<file path="src/design/kbpc_pkg.sv">
// Shared types and constants for the knob and button player control block.
// No dependencies; imported by kbpc_led_bar and knob_button_player_control.
`timescale 1ns / 1ps
`default_nettype none

package kbpc_pkg;

	localparam int VOL_W      = 4;
	localparam int TENTHS_W   = 16;
	localparam int CFG_W      = 8;
	localparam int CFG_IDX_W  = 2;
	localparam int LED_PAT_W  = 24;
	localparam int LED_BITS   = 3;
	localparam int LED_COUNT_DEF = 8;

	localparam logic [CFG_IDX_W-1:0] REG_SLEEP_HOLD  = 2'd0;
	localparam logic [CFG_IDX_W-1:0] REG_WAKE_WINDOW = 2'd1;
	localparam logic [CFG_IDX_W-1:0] REG_MAX_VOLUME  = 2'd2;

	localparam logic [CFG_W-1:0] SLEEP_HOLD_RST  = 8'd50;
	localparam logic [CFG_W-1:0] WAKE_WINDOW_RST = 8'd5;
	localparam logic [VOL_W-1:0] MAX_VOLUME_RST  = 4'd8;
	localparam logic [VOL_W-1:0] VOLUME_RST      = 4'd4;

	localparam logic [1:0] SONG_NONE = 2'd0;
	localparam logic [1:0] SONG_NEXT = 2'd1;
	localparam logic [1:0] SONG_PREV = 2'd2;

	localparam logic [LED_BITS-1:0] LED_PLAY  = 3'd4;
	localparam logic [LED_BITS-1:0] LED_PAUSE = 3'd2;
	localparam logic [LED_BITS-1:0] LED_SLEEP = 3'd1;

	typedef struct packed {
		logic             asleep;
		logic             playing;
		logic [VOL_W-1:0] volume;
	} kbpc_mode_t;

endpackage

`default_nettype wire

</file>
<file path="src/design/knob_button_player_control.sv">
// Top level of the knob and button player control: poll decode, mode state,
// configuration registers and result register. Depends on kbpc_pkg, kbpc_led_bar.
//
//   channel | direction | handshake           | payload
//   in      | input     | in_valid/in_ready   | switch_pressed, encoder_delta, tick
//   out     | output    | out_valid/out_ready | playing, asleep, volume_level,
//           |           |                     | song_step, led_pattern, display_refresh
//   cfg     | input     | cfg_valid/cfg_ready | cfg_index, cfg_data
//
// One poll per cycle unless the result is held: the mode state and the result
// register load at the same edge, so a result appears in the cycle after its transaction is accepted.
// in_ready is high while the result register is empty or being taken.
// cfg_ready is always high. Reset loads the default registers and start volume.
`timescale 1ns / 1ps
`default_nettype none

module knob_button_player_control #(
	parameter int LED_COUNT = kbpc_pkg::LED_COUNT_DEF
) (
	input  wire                                   clk,
	input  wire                                   arst_n,
	input  wire                                   in_valid,
	output logic                                  in_ready,
	input  wire                                   switch_pressed,
	input  wire signed [7:0]                      encoder_delta,
	input  wire                                   tick,
	output logic                                  out_valid,
	input  wire                                   out_ready,
	output logic                                  playing,
	output logic                                  asleep,
	output logic [kbpc_pkg::VOL_W-1:0]            volume_level,
	output logic [1:0]                            song_step,
	output logic [kbpc_pkg::LED_PAT_W-1:0]        led_pattern,
	output logic                                  display_refresh,
	input  wire                                   cfg_valid,
	output logic                                  cfg_ready,
	input  wire  [kbpc_pkg::CFG_IDX_W-1:0]        cfg_index,
	input  wire  [kbpc_pkg::CFG_W-1:0]            cfg_data
);
	import kbpc_pkg::*;

	logic [CFG_W-1:0]    sleep_hold_q, wake_window_q;
	logic [VOL_W-1:0]    max_volume_q;

	logic                last_sw_q, scrolled_q, sleep_q, fresh_sleep_q, play_q;
	logic [TENTHS_W-1:0] mark_q, now_q;
	logic [VOL_W-1:0]    volume_q;

	logic                last_sw_d, scrolled_d, sleep_d, fresh_sleep_d, play_d;
	logic [TENTHS_W-1:0] mark_d, now_d;
	logic [VOL_W-1:0]    volume_d;
	logic [1:0]          song_d;
	logic                refresh_d;
	logic [TENTHS_W-1:0] wake_elapsed, hold_elapsed;

	kbpc_mode_t          mode_d;
	logic [LED_PAT_W-1:0] pattern_d;
	logic                accept;

	assign cfg_ready = 1'b1;
	assign in_ready  = !out_valid || out_ready;
	assign accept    = in_valid && in_ready;

	always_comb begin
		now_d         = tick ? now_q + 1'b1 : now_q;
		last_sw_d     = last_sw_q;
		scrolled_d    = scrolled_q;
		sleep_d       = sleep_q;
		fresh_sleep_d = fresh_sleep_q;
		play_d        = play_q;
		mark_d        = mark_q;
		volume_d      = volume_q;
		song_d        = SONG_NONE;
		refresh_d     = 1'b0;
		wake_elapsed  = now_d - mark_q;

		if (switch_pressed != last_sw_q) begin
			if (switch_pressed) begin
				scrolled_d = 1'b0;
				if (!sleep_q) mark_d = now_d;
			end else if (!scrolled_q) begin
				if (sleep_q) begin
					if (wake_elapsed < {8'd0, wake_window_q}) begin
						sleep_d = 1'b0;
					end else if (!fresh_sleep_q) begin
						mark_d = now_d;
					end
					fresh_sleep_d = 1'b0;
				end else begin
					play_d = !play_q;
				end
			end
			last_sw_d = switch_pressed;
			refresh_d = 1'b1;
		end

		hold_elapsed = now_d - mark_d;
		if (last_sw_d && !sleep_d && !scrolled_d && hold_elapsed >= {8'd0, sleep_hold_q}) begin
			sleep_d       = 1'b1;
			fresh_sleep_d = 1'b1;
			refresh_d     = 1'b1;
		end

		if (encoder_delta != 8'sd0) begin
			if (!sleep_d) begin
				if (!encoder_delta[7]) begin
					if (switch_pressed) song_d = SONG_NEXT;
					else if (volume_q >= max_volume_q) volume_d = max_volume_q;
					else volume_d = volume_q + 1'b1;
				end else begin
					if (switch_pressed) song_d = SONG_PREV;
					else if (volume_q != '0) volume_d = volume_q - 1'b1;
				end
			end
			refresh_d  = 1'b1;
			scrolled_d = 1'b1;
		end

		mode_d.asleep  = sleep_d;
		mode_d.playing = play_d;
		mode_d.volume  = volume_d;
	end

	kbpc_led_bar #(
		.LED_COUNT(LED_COUNT)
	) u_led_bar (
		.mode    (mode_d),
		.pattern (pattern_d)
	);

	always_ff @(posedge clk or negedge arst_n) begin
		if (!arst_n) begin
			sleep_hold_q  <= SLEEP_HOLD_RST;
			wake_window_q <= WAKE_WINDOW_RST;
			max_volume_q  <= MAX_VOLUME_RST;
		end else if (cfg_valid) begin
			unique case (cfg_index)
				REG_SLEEP_HOLD:  sleep_hold_q  <= cfg_data;
				REG_WAKE_WINDOW: wake_window_q <= cfg_data;
				REG_MAX_VOLUME:  max_volume_q  <= cfg_data[VOL_W-1:0];
				default: ;
			endcase
		end
	end

	always_ff @(posedge clk or negedge arst_n) begin
		if (!arst_n) begin
			last_sw_q     <= 1'b0;
			scrolled_q    <= 1'b0;
			sleep_q       <= 1'b0;
			fresh_sleep_q <= 1'b0;
			play_q        <= 1'b0;
			mark_q        <= '0;
			now_q         <= '0;
			volume_q      <= VOLUME_RST;
			out_valid     <= 1'b0;
		end else begin
			if (accept) begin
				last_sw_q     <= last_sw_d;
				scrolled_q    <= scrolled_d;
				sleep_q       <= sleep_d;
				fresh_sleep_q <= fresh_sleep_d;
				play_q        <= play_d;
				mark_q        <= mark_d;
				now_q         <= now_d;
				volume_q      <= volume_d;
				out_valid     <= 1'b1;
			end else if (out_ready) begin
				out_valid     <= 1'b0;
			end
		end
	end

	always_ff @(posedge clk) begin
		if (accept) begin
			playing         <= play_d;
			asleep          <= sleep_d;
			volume_level    <= volume_d;
			song_step       <= song_d;
			led_pattern     <= pattern_d;
			display_refresh <= refresh_d;
		end
	end

endmodule

`default_nettype wire

</file>
<file path="src/design/kbpc_led_bar.sv">
// LED bar pattern from the next player mode: volume bar or sleep marker.
// Depends on kbpc_pkg.
`timescale 1ns / 1ps
`default_nettype none

module kbpc_led_bar #(
	parameter int LED_COUNT = kbpc_pkg::LED_COUNT_DEF
) (
	input  wire kbpc_pkg::kbpc_mode_t               mode,
	output logic [kbpc_pkg::LED_PAT_W-1:0]         pattern
);
	import kbpc_pkg::*;

	always_comb begin
		pattern = '0;
		if (mode.asleep) begin
			pattern[LED_BITS*(LED_COUNT-1) +: LED_BITS] = LED_SLEEP;
		end else begin
			for (int i = 0; i < LED_COUNT; i++) begin
				if (5'(i + 1) <= {1'b0, mode.volume}) begin
					pattern[LED_BITS*i +: LED_BITS] = mode.playing ? LED_PLAY : LED_PAUSE;
				end
			end
		end
	end

endmodule

`default_nettype wire

</file>
<file path="config.mk">
export PLATFORM = sky130hd
export DESIGN_NAME = knob_button_player_control
export DESIGN_NICKNAME = d
export VERILOG_FILES = /design/src/design/kbpc_pkg.sv /design/src/design/knob_button_player_control.sv /design/src/design/kbpc_led_bar.sv
export SDC_FILE = /design/constraint.sdc
export NUM_CORES = 1
export LEC_CHECK = 0
export BUFFER_PORTS_ARGS = -buffer_cell sky130_fd_sc_hd__buf_2
export CORE_MARGIN = 2
export CORE_UTILIZATION = 60
export DETAILED_ROUTE_END_ITERATION = 8
export MAX_ROUTING_LAYER = met4
export PLACE_DENSITY_LB_ADDON = 0.1
export SLEW_MARGIN = 40
export SYNTH_ARGS = -nofsm -noshare
export SYNTH_HDL_FRONTEND = slang
export SYNTH_HIERARCHICAL = 1
export SYNTH_SLANG_ARGS = --single-unit
</file>
<file path="constraint.sdc">
create_clock -name clk -period 12.45 [get_ports clk]
set_input_delay 2.49 -clock clk [delete_from_list [all_inputs] [get_ports clk]]
set_output_delay 2.49 -clock clk [all_outputs]
set_load 0.01 [all_outputs]
</file>
==> results.md, run 1 <==
- Count of final setup violators: 0
- # IOs: 61
- H-tree depth: 3
- 1st-iter DRT viols: around 410
- Clock tree buffer depth: 2
- Fmax: between 80 and 90 MHz
- Vias in the first global route: 5269
- Clock Pin Slew Worst Setup and Hold Paths: 0.10 ns
- Top cells by area, synth: dfrtp_1, edfxtp_1, ha_1
- Clk sinks: 95
- Antenna violations before repair: 0
- Diode count: 0
- Slew Viols, Final: 0
- Synth warn: 6
- Layout cells sized above 1: 0.163
- Final Hold Fails: 0
- Post_cts resized: 0
- Final std cells w/o fill: 907
- # DRC: 0
- Pwr Total: 1.65 mW
- Row count: 38
- Family with the most delay on the worst path: compound AO/OA/AOI/OAI gates
- Die H: 110 µm
- Worst clock skew: 0.00758 ns
- Max_cap viols: 0
- Met3 GRT Util: 0.0306
- Ratio of final minimum period to clock period: 0.909
- Largest net degree at the start of global routing: 63
- CP most frequent cell: o21ai_0
- Kind of critical path: in -> reg
- Gr usage total: 0.294
- Synth async-reset ratio: 0.653
- Met1 GRT Util: 0.365
- Crit-path max cell delay: 0.58 ns
- Outcome: complete, no violations
- Routed vias/inst: 5.98
- WP buf/inv: 1
- Clock Latency Late Sink: 0.38 ns
- DP HPWL: 12500 µm
- Worst-Margin Slew: 0.676 ns
- RSZ-0062 raised after global routing: no
- Congestion Overflow GR: 0
- Nets: 843
- Root Buffer: clkbuf_8
- Via count: 5428
- Post-synthesis sequential area ratio: 0.378
- Top cell type's share of synthesized area: 0.204
- Worst IR drop on VDD: 0.142 mV
- Leakage power figure: 3.40 nW
- Setup TNS: 0 ns
- Ys flop type: dfrtp_1
- Busiest grt layer: met2
- Placeable Area: 10900 µm²
- Startpoint type of the worst setup path: input port
- EDFF count, synth: 33
- Worst-path fanout max: 8
- Synthesized area: 6740 µm²
- CTS tree: done
- Die ar.: between 10000 and 15000 µm²
- Post-Place Cells: roughly 890
- Slowest stage cell, crit path: mux2i_1
- WL final: roughly 16000 µm
- 1st-pass router iterations: 5
- Arr. time, crit path: 11.57 ns
- Hold crit path type: reg -> reg
- Worst slew margin: 0.537
- Avg Synthesized Cell Area: 9.50 µm²
- Num CTS Buffers: 9
- Tmin final: 11.32 ns
- Cell variety after synth: 73
- Count of input and output buffers: 59
- GP Congestion: 0.923
- Die Wd: 110 µm
- Setup crit end kind: flop
- Power per cell area: ~220 nW/µm²
- Post-CTS setup buffers: 0
- Met2 usage: 0.502
- Mapped Cells: 710
- First-pass GRT wire length: ~26000 µm
- Post-route ant nets: 0
- Flops & latches, synth: 95
- Initial Util: 0.619
- Cell taking the most area after synthesis: dfrtp_1
- Synth-to-Final Area Change: 8.72%
- WP data required: 12.70 ns
- Hold_buf cts: 0
- Wire per inst: 18.1 µm
==> metrics by stage <==
step	util	setup WS [ns]	instance area (µm²)	hold WS, ns
final	0.673	1.13	7330	0.499
after global routing	0.673	0.526	7330	0.527
after CTS	0.672	1.23	7320	0.503
after detailed placement	0.654	0.903	7120	0.487
after global placement	0.654	1.33	7120	0.479
after floorplan	-	1.76	6770	0.464
==> cells in the mapped netlist, types with 9 or more instances <==
master and number:
clkbuf_1 13, mux2_2 15, nor2_1 45, nand4_1 12, nand3_1 24, buf_4 9, edfxtp_1 33, xnor2_1 31
nor3_1 18, xor2_1 21, ha_1 54, nand2_1 65, o21ai_0 42, nand2b_1 18, a21o_1 22, inv_1 46
mux2i_1 25, a21oi_1 36, dfrtp_1 55
==> worst reg2reg max path, delay by kind of cell (launching register included) <==
family / cells / cell delay, ns
AO/OA/AOI/OAI: 16 / 3.62
XOR/XNOR: 2 / 0.57
adder cells (fa/ha/maj): 4 / 1.18
flip-flops: 1 / 0.45
multiplexers: 1 / 0.58
AND/OR/NAND/NOR: 12 / 3.19
==> logic make-up (layout without fill, tap and decap cells) <==
family / after synthesis / count (layout) / share of synthesized area
and+or+nand+nor: 232 / 232 / 0.181
AOI/OAI and AO/OA: 158 / 158 / 0.156
DFF: 95 / 95 / 0.378
buffers and inverters: 75 / 126 / 0.0486
adders and majority gates: 56 / 56 / 0.106
xor gates and xnor gates: 52 / 52 / 0.0675
muxes: 40 / 40 / 0.0622
other: 2 / 8 / 0.00111
==> layer usage <==
metal,vias to the layer above,wire length (µm)
met5,-,0
met4,0,359
met3,27,587
met2,135,8190
met1,2623,7320
li1,2643,-
==> layout by cell type (no fill, tap or decap), drive strengths merged, types with 25 or more instances in the layout <==
cell type	n
a21oi	39
buf	64
dfrtp	55
edfxtp	33
ha	54
inv	47
mux2i	25
nand2	65
nor2	47
o21ai	45
xnor2	31
==> flip-flops by register name, summed over array words and instances (netlist names) <==
register and cells:
led_pattern 24, mark_q 16, now_q 16, sleep_hold_q 8
wake_window_q 8, max_volume_q 4, volume_level 4, volume_q 4
song_step 2, asleep 1, display_refresh 1, fresh_sleep_q 1
last_sw_q 1, out_valid 1, play_q 1, playing 1
scrolled_q 1, sleep_q 1
==> report_power, final <==
part	switching, mW	total, mW	internal, mW
Clock	0.118	0.213	0.0942
Sequential	0.0449	0.433	0.388
Combinational	0.574	1.00	0.429
Total	0.737	1.65	0.912
==> final cells by class <==
| type | instances | area (µm²) |
|---|---|---|
| clock inverters | 6 | 70.1 |
| fillers | 887 | 3560 |
| repair buffers | 64 | 337 |
| flip-flops and latches | 95 | 2550 |
| multi-input cells | 546 | 3900 |
| clock buffers | 10 | 128 |
| inverters | 46 | 173 |
| well taps | 140 | 175 |
==> worst paths after layout <==
kind | startpoint | to | slack (ns) | cells past startpoint
setup / recovery | tick | led_pattern[13] | 1.13 | 35
hold / removal | play_q | play_q | 0.50 | 1
setup reg to reg | now_q[0] | led_pattern[13] | 2.72 | 35
hold reg to reg | play_q | play_q | 0.50 | 1
max in group asynchronous | arst_n | now_q[14] | 9.85 | 2
min in group asynchronous | arst_n | wake_window_q[1] | 2.18 | 2
Power figures use the tool's default switching activity.
==> run 2, diff against run 1 <==
ABC_AREA = 1   (was unset)
SYNTH_HIERARCHICAL = unset   (was 1)
==> results.md, run 2 <==
- Met2 usage: 0.460 (-0.0415)
- Die H: 113 µm (+2.5%)
- Clk sinks: 88 (-7.4%)
- WL final: 17600 µm (+7.2%)
- Initial Util: 0.619 (about the same)
- Post-synthesis sequential area ratio: 0.330 (-0.0487)
- Busiest grt layer: met2
- Gr usage total: 0.296 (+0.00148)
- Hold crit path type: reg -> reg
- Synth-to-Final Area Change: 9.81%
- H-tree depth: 3 (unchanged)
- Diode count: 0 (unchanged)
- Final worst setup slack: 3.04 ns (+1.92 ns)
- Via count: 6485 (+19%)
- Cell taking the most area after synthesis: dfrtp_1
- Clock share of power: 0.146 (+0.017)
- Pwr Total: 2.05 mW (+25%)
- Post_cts resized: 0 (unchanged)
- Top cells by area, synth: dfrtp_1, nand2_1, edfxtp_1
- Met1 GRT Util: 0.398 (+0.0332)
- Mapped Cells: 983 (+38%)
- # IOs: 61 (unchanged)
- Sequential Power Share: 0.220 (-0.043)
- Psw: 1.02 mW (+39%)
- Root Buffer: clkbuf_16
- GP Congestion: 1.01 (+9.0%)
- Biggest register: led_pattern
- DP HPWL: 13500 µm (+8.0%)
- Leakage power figure: 4.02 nW (+18%)
- Outcome: complete, no violations
- Worst-path fanout max: 31 (+23)
- Hold_buf cts: 0 (unchanged)
- Die Wd: 113 µm (+2.5%)
- Worst IR drop on VDD: 0.176 mV (+24%)
- Fill cell total of the finished layout: 997 (+12%)
- Num CTS Buffers: 9 (unchanged)
- Antenna violations before repair: 0 (unchanged)
- Post-CTS setup buffers: 0 (unchanged)
- 1st-pass router iterations: 7 (+2)
- Power per cell area: 264 nW/µm² (+17%)
- Met3 GRT Util: 0.0487 (+0.0182)
- Post-route ant nets: 0 (unchanged)
- Setup TNS: 0 ns (unchanged)
- Routed vias/inst: 5.51 (-7.9%)
- Setup crit end kind: flop
- Layout cells sized above 1: 0.130 (-0.0334)
- Vias in the first global route: 5817 (+10%)
- Die ar.: 12700 µm² (+5.1%)
- Biggest regs: led_pattern: 17 flops, mark_q: 16 flops, now_q: 16 flops
- Post-Place Cells: 1161 (+30%)
- Top-count cell post-synth: nand2_1
- RSZ-0062 raised after global routing: no
- Placed instance area: 7470 µm² (+4.9%)
- Row count: 39 (+2.6%)
- Commonest cells in the netlist: nand2_1, inv_1, o21ai_0
- Slowest stage cell, crit path: o21bai_4
- Ys flop type: dfrtp_1
- Count of input and output buffers: 52 (-12%)
- CP most frequent cell: nand2_1
- Ratio of final minimum period to clock period: 0.755 (-0.154)
- Cell variety after synth: 50 (-32%)
- Final instance area: 7800 µm² (+6.4%)
- Max_cap viols: 0 (unchanged)
- Worst Reg-to-Reg Cells: 46 (+31%)
- Final std cells w/o fill: 1177 (+30%)
- Clock Latency Late Sink: 0.35 ns (-0.03 ns)
- 1st-iter DRT viols: 549 (+33%)
- Tmin final: 9.41 ns (-1.92 ns)
- Synth async-reset ratio: 0.705 (+0.0519)
- Synth warn: 0 (-6)
- Utilization after layout: 0.680 (+0.00668)
- Most common cell after layout, fill and taps aside: nand2_1
- Wire per inst: 15.0 µm (-17%)
- Worst-Margin Slew: 0.733 ns (+0.0576 ns)
- Crit-path max cell delay: 0.53 ns (-0.05 ns)
- Congestion Overflow GR: 0 (unchanged)
- Switching share of power: 0.498 (+0.0510)
- Slew Viols, Final: 0 (unchanged)
- CTS tree: done
- Gate power share: 0.634 (+0.026)
- Avg Synthesized Cell Area: 7.22 µm² (-24%)
- Startpoint type of the worst setup path: input port
- Worst slew margin: 0.506 (-0.0307)
- Hold depth: 2 (+1)
- Reg area: 2340 µm² (-8.2%)
- Largest net degree at the start of global routing: 65 (+3.2%)
- Clock Pin Slew Worst Setup and Hold Paths: 0.07 ns (-0.03 ns)
- Flip-flop count of the largest register after layout: 17 (-29%)
- Hold Slack: 0.488 ns (-0.0113 ns)
- Count of final setup violators: 0 (unchanged)
- Placeable Area: 11500 µm² (+5.3%)
- Fmax: 106 MHz (+20%)
- Kind of critical path: in -> reg
- DP Worst Slack: 2.85 ns (+1.94 ns)
- First-pass GRT wire length: 29200 µm (+11%)
- Synthesized area: 7100 µm² (+5.3%)
- # DRC: 0 (unchanged)
- Top cell type's share of synthesized area: 0.194 (-0.0103)
- Clock tree buffer depth: 2 (unchanged)
- Worst clock skew: 0.0128 ns (+0.00522 ns)
- Most frequent cells in the layout: nand2_1, inv_1, o21ai_0, nor2_1, a21oi_1
- Final Hold Fails: 0 (unchanged)
- Arr. time, crit path: 9.50 ns (-2.07 ns)
- Flops & latches, synth: 88 (-7.4%)
- EDFF count, synth: 26 (-21%)
- WP data required: 12.54 ns (-0.16 ns)
- Nets: 1110 (+32%)
- Multi-input gate area: 4020 µm² (+3.1%)
- Cell-internal power: 1.03 mW (+13%)
[run 2: critical path: cells and delay by family]
kind	cells	cell delay [ns]
adder cells (fa/ha/maj)	3	1.01
buffers and inverters	4	0.46
AO/OA/AOI/OAI	11	2.39
XOR/XNOR	2	0.52
AND/OR/NAND/NOR	24	2.62
[run 2: kinds of logic (layout without fill, tap and decap cells)]
kind of cell               count (synthesis)  in the layout  share of synthesized area
other                                      2              8                    0.00106
xor gates and xnor gates                  29             29                     0.0358
DFF                                       88             88                      0.330
and+or+nand+nor                          410            410                      0.261
adders and majority gates                 56             56                      0.101
buffers and inverters                    194            239                      0.108
AOI/OAI and AO/OA                        204            204                      0.164
[run 2: layer usage]
metal | share of wire | vias up
li1 | - | 3307
met1 | 0.46 | 2953
met2 | 0.47 | 197
met3 | 0.051 | 28
met4 | 0.023 | 0
met5 | 0 | -
[run 2: worst paths after layout]
| kind | end | from | slack (ns) |
|---|---|---|---|
| setup / recovery | led_pattern[2] | tick | 3.04 |
| hold / removal | wake_window_q[3] | wake_window_q[3] | 0.49 |
| setup reg to reg | led_pattern[2] | now_q[0] | 4.73 |
| hold reg to reg | wake_window_q[3] | wake_window_q[3] | 0.49 |
| max in group asynchronous | volume_q[1] | arst_n | 9.80 |
| min in group asynchronous | mark_q[12] | arst_n | 2.23 |
[run 2: final cells by class]
| class | instances | area share |
|---|---|---|
| multi-input cells | 707 | 0.516 |
| flip-flops and latches | 88 | 0.300 |
| inverters | 165 | 0.0797 |
| repair buffers | 58 | 0.0396 |
| clock buffers | 9 | 0.0289 |
| well taps | 143 | 0.0229 |
| clock inverters | 7 | 0.0130 |
[run 2: power groups by stage]
stage	Sequential [mW]	Combinational, mW	Clock, mW
global placement	0.454	1.27	0
CTS	0.451	1.29	0.305
global route	0.462	1.49	0.319
floorplan	0.452	0.975	0
finish	0.452	1.30	0.301
detailed placement	0.456	1.28	0
==> run 3, diff against run 2 <==
ABC_AREA = 0   (was 1)
clock period = 8.9 ns   (was 12.45 ns; I/O delays follow)
==> results.md, run 3 <==
- Startpoint type of the worst setup path: input port
- Commonest cells in the netlist: nand2_1, dfrtp_1, ha_1
- Die Wd: 110 µm (-2.8%)
- Clock share of power: 0.097 (-0.049)
- CP most frequent cell: buf_4
- Routed vias/inst: 5.82 (+5.6%)
- WP data required: 9.11 ns (-3.43 ns)
- Worst IR drop on VDD: 0.224 mV (+27%)
- Synth warn: 0 (unchanged)
- Switching share of power: 0.436 (-0.0624)
- Vias in the first global route: 5963 (+2.5%)
- Kind of critical path: in -> reg
- Synth async-reset ratio: 0.705 (unchanged)
- Post-synthesis sequential area ratio: 0.350 (+0.0200)
- 1st-iter DRT viols: 426 (-22%)
- Leakage power figure: 4.13 nW (+2.7%)
- Mapped Cells: 741 (-25%)
- Slew Viols, Final: 0 (unchanged)
- Cell taking the most area after synthesis: dfrtp_1
- DP Worst Slack: -0.953 ns (-3.80 ns)
- Psw: 1.40 mW (+37%)
- Via count: 6224 (-4.0%)
- Row count: 38 (-2.6%)
- GP Congestion: 0.920 (-8.5%)
- Sequential Power Share: 0.189 (-0.031)
- Flops & latches, synth: 88 (unchanged)
- DP HPWL: 13800 µm (+2.2%)
- Register-to-Register Setup Slack: 0.27 ns (-4.46 ns)
- Clock tree buffer depth: 2 (unchanged)
- Failing checks: negative setup slack
- Met3 GRT Util: 0.0492 (+0.000458)
- Utilization after layout: 0.811 (+0.130)
- Count of input and output buffers: 52 (unchanged)
- Gate power share: 0.714 (+0.080)
- Diode count: 0 (unchanged)
- Most common cell after layout, fill and taps aside: buf_4
- Post-route ant nets: 0 (unchanged)
- WL final: 18800 µm (+6.8%)
- Avg Synthesized Cell Area: 9.04 µm² (+25%)
- Nets: 1006 (-9.4%)
- Setup crit end kind: flop
- Final instance area: 8820 µm² (+13%)
- Met2 usage: 0.541 (+0.0812)
- Layout cells sized above 1: 0.345 (+0.216)
- Tmin final: 9.33 ns
- Max_cap viols: 0 (unchanged)
- Worst-Margin Slew: 0.813 ns (+0.0797 ns)
- Worst setup startpoint: tick
- Placeable Area: 10900 µm² (-5.1%)
- Most frequent cells in the layout: buf_4, nand2_1, dfrtp_1, buf_2, nor2_1
- Gr usage total: 0.325 (+0.0291)
- Initial Util: 0.615 (-0.00428)
- Hold crit path type: reg -> reg
- Biggest regs: led_pattern: 17 flops, mark_q: 16 flops, now_q: 16 flops
- Placed instance area: 8210 µm² (+9.9%)
- Outcome: finished, violations left
- Flip-flop count of the largest register after layout: 17 (unchanged)
- Clock Pin Slew Worst Setup and Hold Paths: 0.09 ns (+0.02 ns)
- Fmax: between 100 and 150 MHz
- Setup TNS: -9.13 ns (-9.13 ns)
- Cell variety after synth: 83 (+66%)
- Cell-internal power: 1.81 mW (+76%)
- Met1 GRT Util: 0.399 (+0.000731)
- Biggest register: led_pattern
- Worst slew margin: 0.452 (-0.0537)
- Largest net degree at the start of global routing: 63 (-3.1%)
- Synth-to-Final Area Change: 31.8%
- WP buf/inv: 7 (+3)
- Congestion Overflow GR: 0 (unchanged)
- Crit-path max cell delay: 0.43 ns (-0.10 ns)
- Clock Latency Late Sink: 0.38 ns (+0.03 ns)
- Worst-path fanout max: 8 (-74%)
- Ratio of final minimum period to clock period: 1.05
- FF-to-FF Start: now_q[0]
- Top cell type's share of synthesized area: 0.206 (+0.0117)
- Synthesized area: 6700 µm² (-5.7%)
- H-tree depth: 3 (unchanged)
- Antenna violations before repair: 0 (unchanged)
- Final worst setup slack: -0.426 ns (-3.47 ns)
- Power per cell area: 364 nW/µm² (+38%)
- WP depth: 44 (unchanged)
- Top cells by area, synth: dfrtp_1, edfxtp_1, ha_1
- Worst clock skew: 0.0120 ns (-0.000828 ns)
- # DRC: 0 (unchanged)
- Clk sinks: 88 (unchanged)
- Wire per inst: 17.6 µm (+17%)
- Worst Reg-to-Reg Cells: 44 (-4.3%)
- Num CTS Buffers: 9 (unchanged)
- 1st-pass router iterations: 5 (-2)
- Count of final setup violators: 29 (+29)
- Fill cell total of the finished layout: 688 (-31%)
- Slowest stage cell, crit path: or4_4
- Die ar.: 12000 µm² (-5.5%)
- RSZ-0062 raised after global routing: yes
- CTS tree: done
- Family with the most delay on the worst path: simple AND/OR/NAND/NOR gates
- EDFF count, synth: 26 (unchanged)
- Root Buffer: clkbuf_8
- Arr. time, crit path: 9.53 ns (+0.03 ns)
- Busiest grt layer: met2
- Top-count cell post-synth: nand2_1
- Die H: 110 µm (-2.8%)
- # IOs: 61 (unchanged)
- Ys flop type: dfrtp_1
- R2r endpoint: led_pattern[11]
- First-pass GRT wire length: 29000 µm (-0.47%)
- Critical Path End: led_pattern[11]
- Final Hold Fails: 0 (unchanged)
-- run 3: kinds of logic after synthesis --
group,count (synthesis),synth area share
multiplexers,28,0.0454
AO/OA/AOI/OAI,182,0.177
adder cells (fa/ha/maj),56,0.107
flip-flops,88,0.350
AND/OR/NAND/NOR,249,0.193
buffers and inverters,82,0.0534
other,2,0.00112
XOR/XNOR,54,0.0738
-- run 3: worst min-delay path, stage by stage, from the launching register on --
cell	delay, ns
dfrtp_1	0.35
nand2_1	0.04
o21ai_0	0.06
-- run 3: through the flow --
| stage | power, mW | cells | hold WS (ns) |
|---|---|---|---|
| 6_report | 3.21 | 1070 | 0.489 |
| 3_3_place_gp | 2.54 | 1036 | 0.463 |
| 2_1_floorplan | 1.92 | 747 | 0.450 |
| 3_5_place_dp | 2.61 | 1036 | 0.471 |
| 5_1_grt | 3.43 | 1070 | 0.518 |
| 4_1_cts | 3.00 | 1059 | 0.492 |
-- run 3: final cells by class --
class | count | area [µm²] | share of cell area
Multi-Input combinational cell | 577 | 4490 | 0.509
Sequential cell | 88 | 2340 | 0.265
Timing Repair Buffer | 202 | 1430 | 0.162
Inverter | 47 | 176 | 0.0200
Tap cell | 140 | 175 | 0.0198
Clock buffer | 10 | 128 | 0.0145
Clock inverter | 6 | 83.8 | 0.00950
-- run 3: worst min-delay path by stage --
stage / startpoint / endpoint / slack (ns) / cells past startpoint
3_5_place_dp: mark_q[13] / mark_q[13] / 0.47 / 2
5_1_grt: mark_q[14] / mark_q[14] / 0.52 / 2
3_3_place_gp: mark_q[13] / mark_q[13] / 0.46 / 2
6_report: mark_q[13] / mark_q[13] / 0.49 / 2
4_1_cts: mark_q[11] / mark_q[11] / 0.49 / 2
2_1_floorplan: mark_q[10] / mark_q[10] / 0.45 / 2
-- run 3: routing by layer --
| metal | wire, µm | vias up |
|---|---|---|
| met1 | 7980 | 2941 |
| met4 | 588 | 0 |
| met5 | 0 | - |
| met2 | 9430 | 215 |
| met3 | 825 | 61 |
| li1 | - | 3007 |
-- run 3: power by group through the flow --
stage          combinational (mW)  clock, mW  sequential [mW]
2_1_floorplan                1.33          0            0.583
3_3_place_gp                 1.94          0            0.601
3_5_place_dp                 2.00          0            0.607
4_1_cts                      2.09      0.313            0.601
5_1_grt                      2.48      0.334            0.616
6_report                     2.29      0.312            0.606
-- run 3: repair_timing --
item                                    in CTS  in global routing
pin swaps                                   25                 31
hold buffers                                 0                  0
buffers inserted                             8                 10
gates cloned                                 0                  1
endpoints found under the setup margin      29                 29
resized for setup                           20                 34
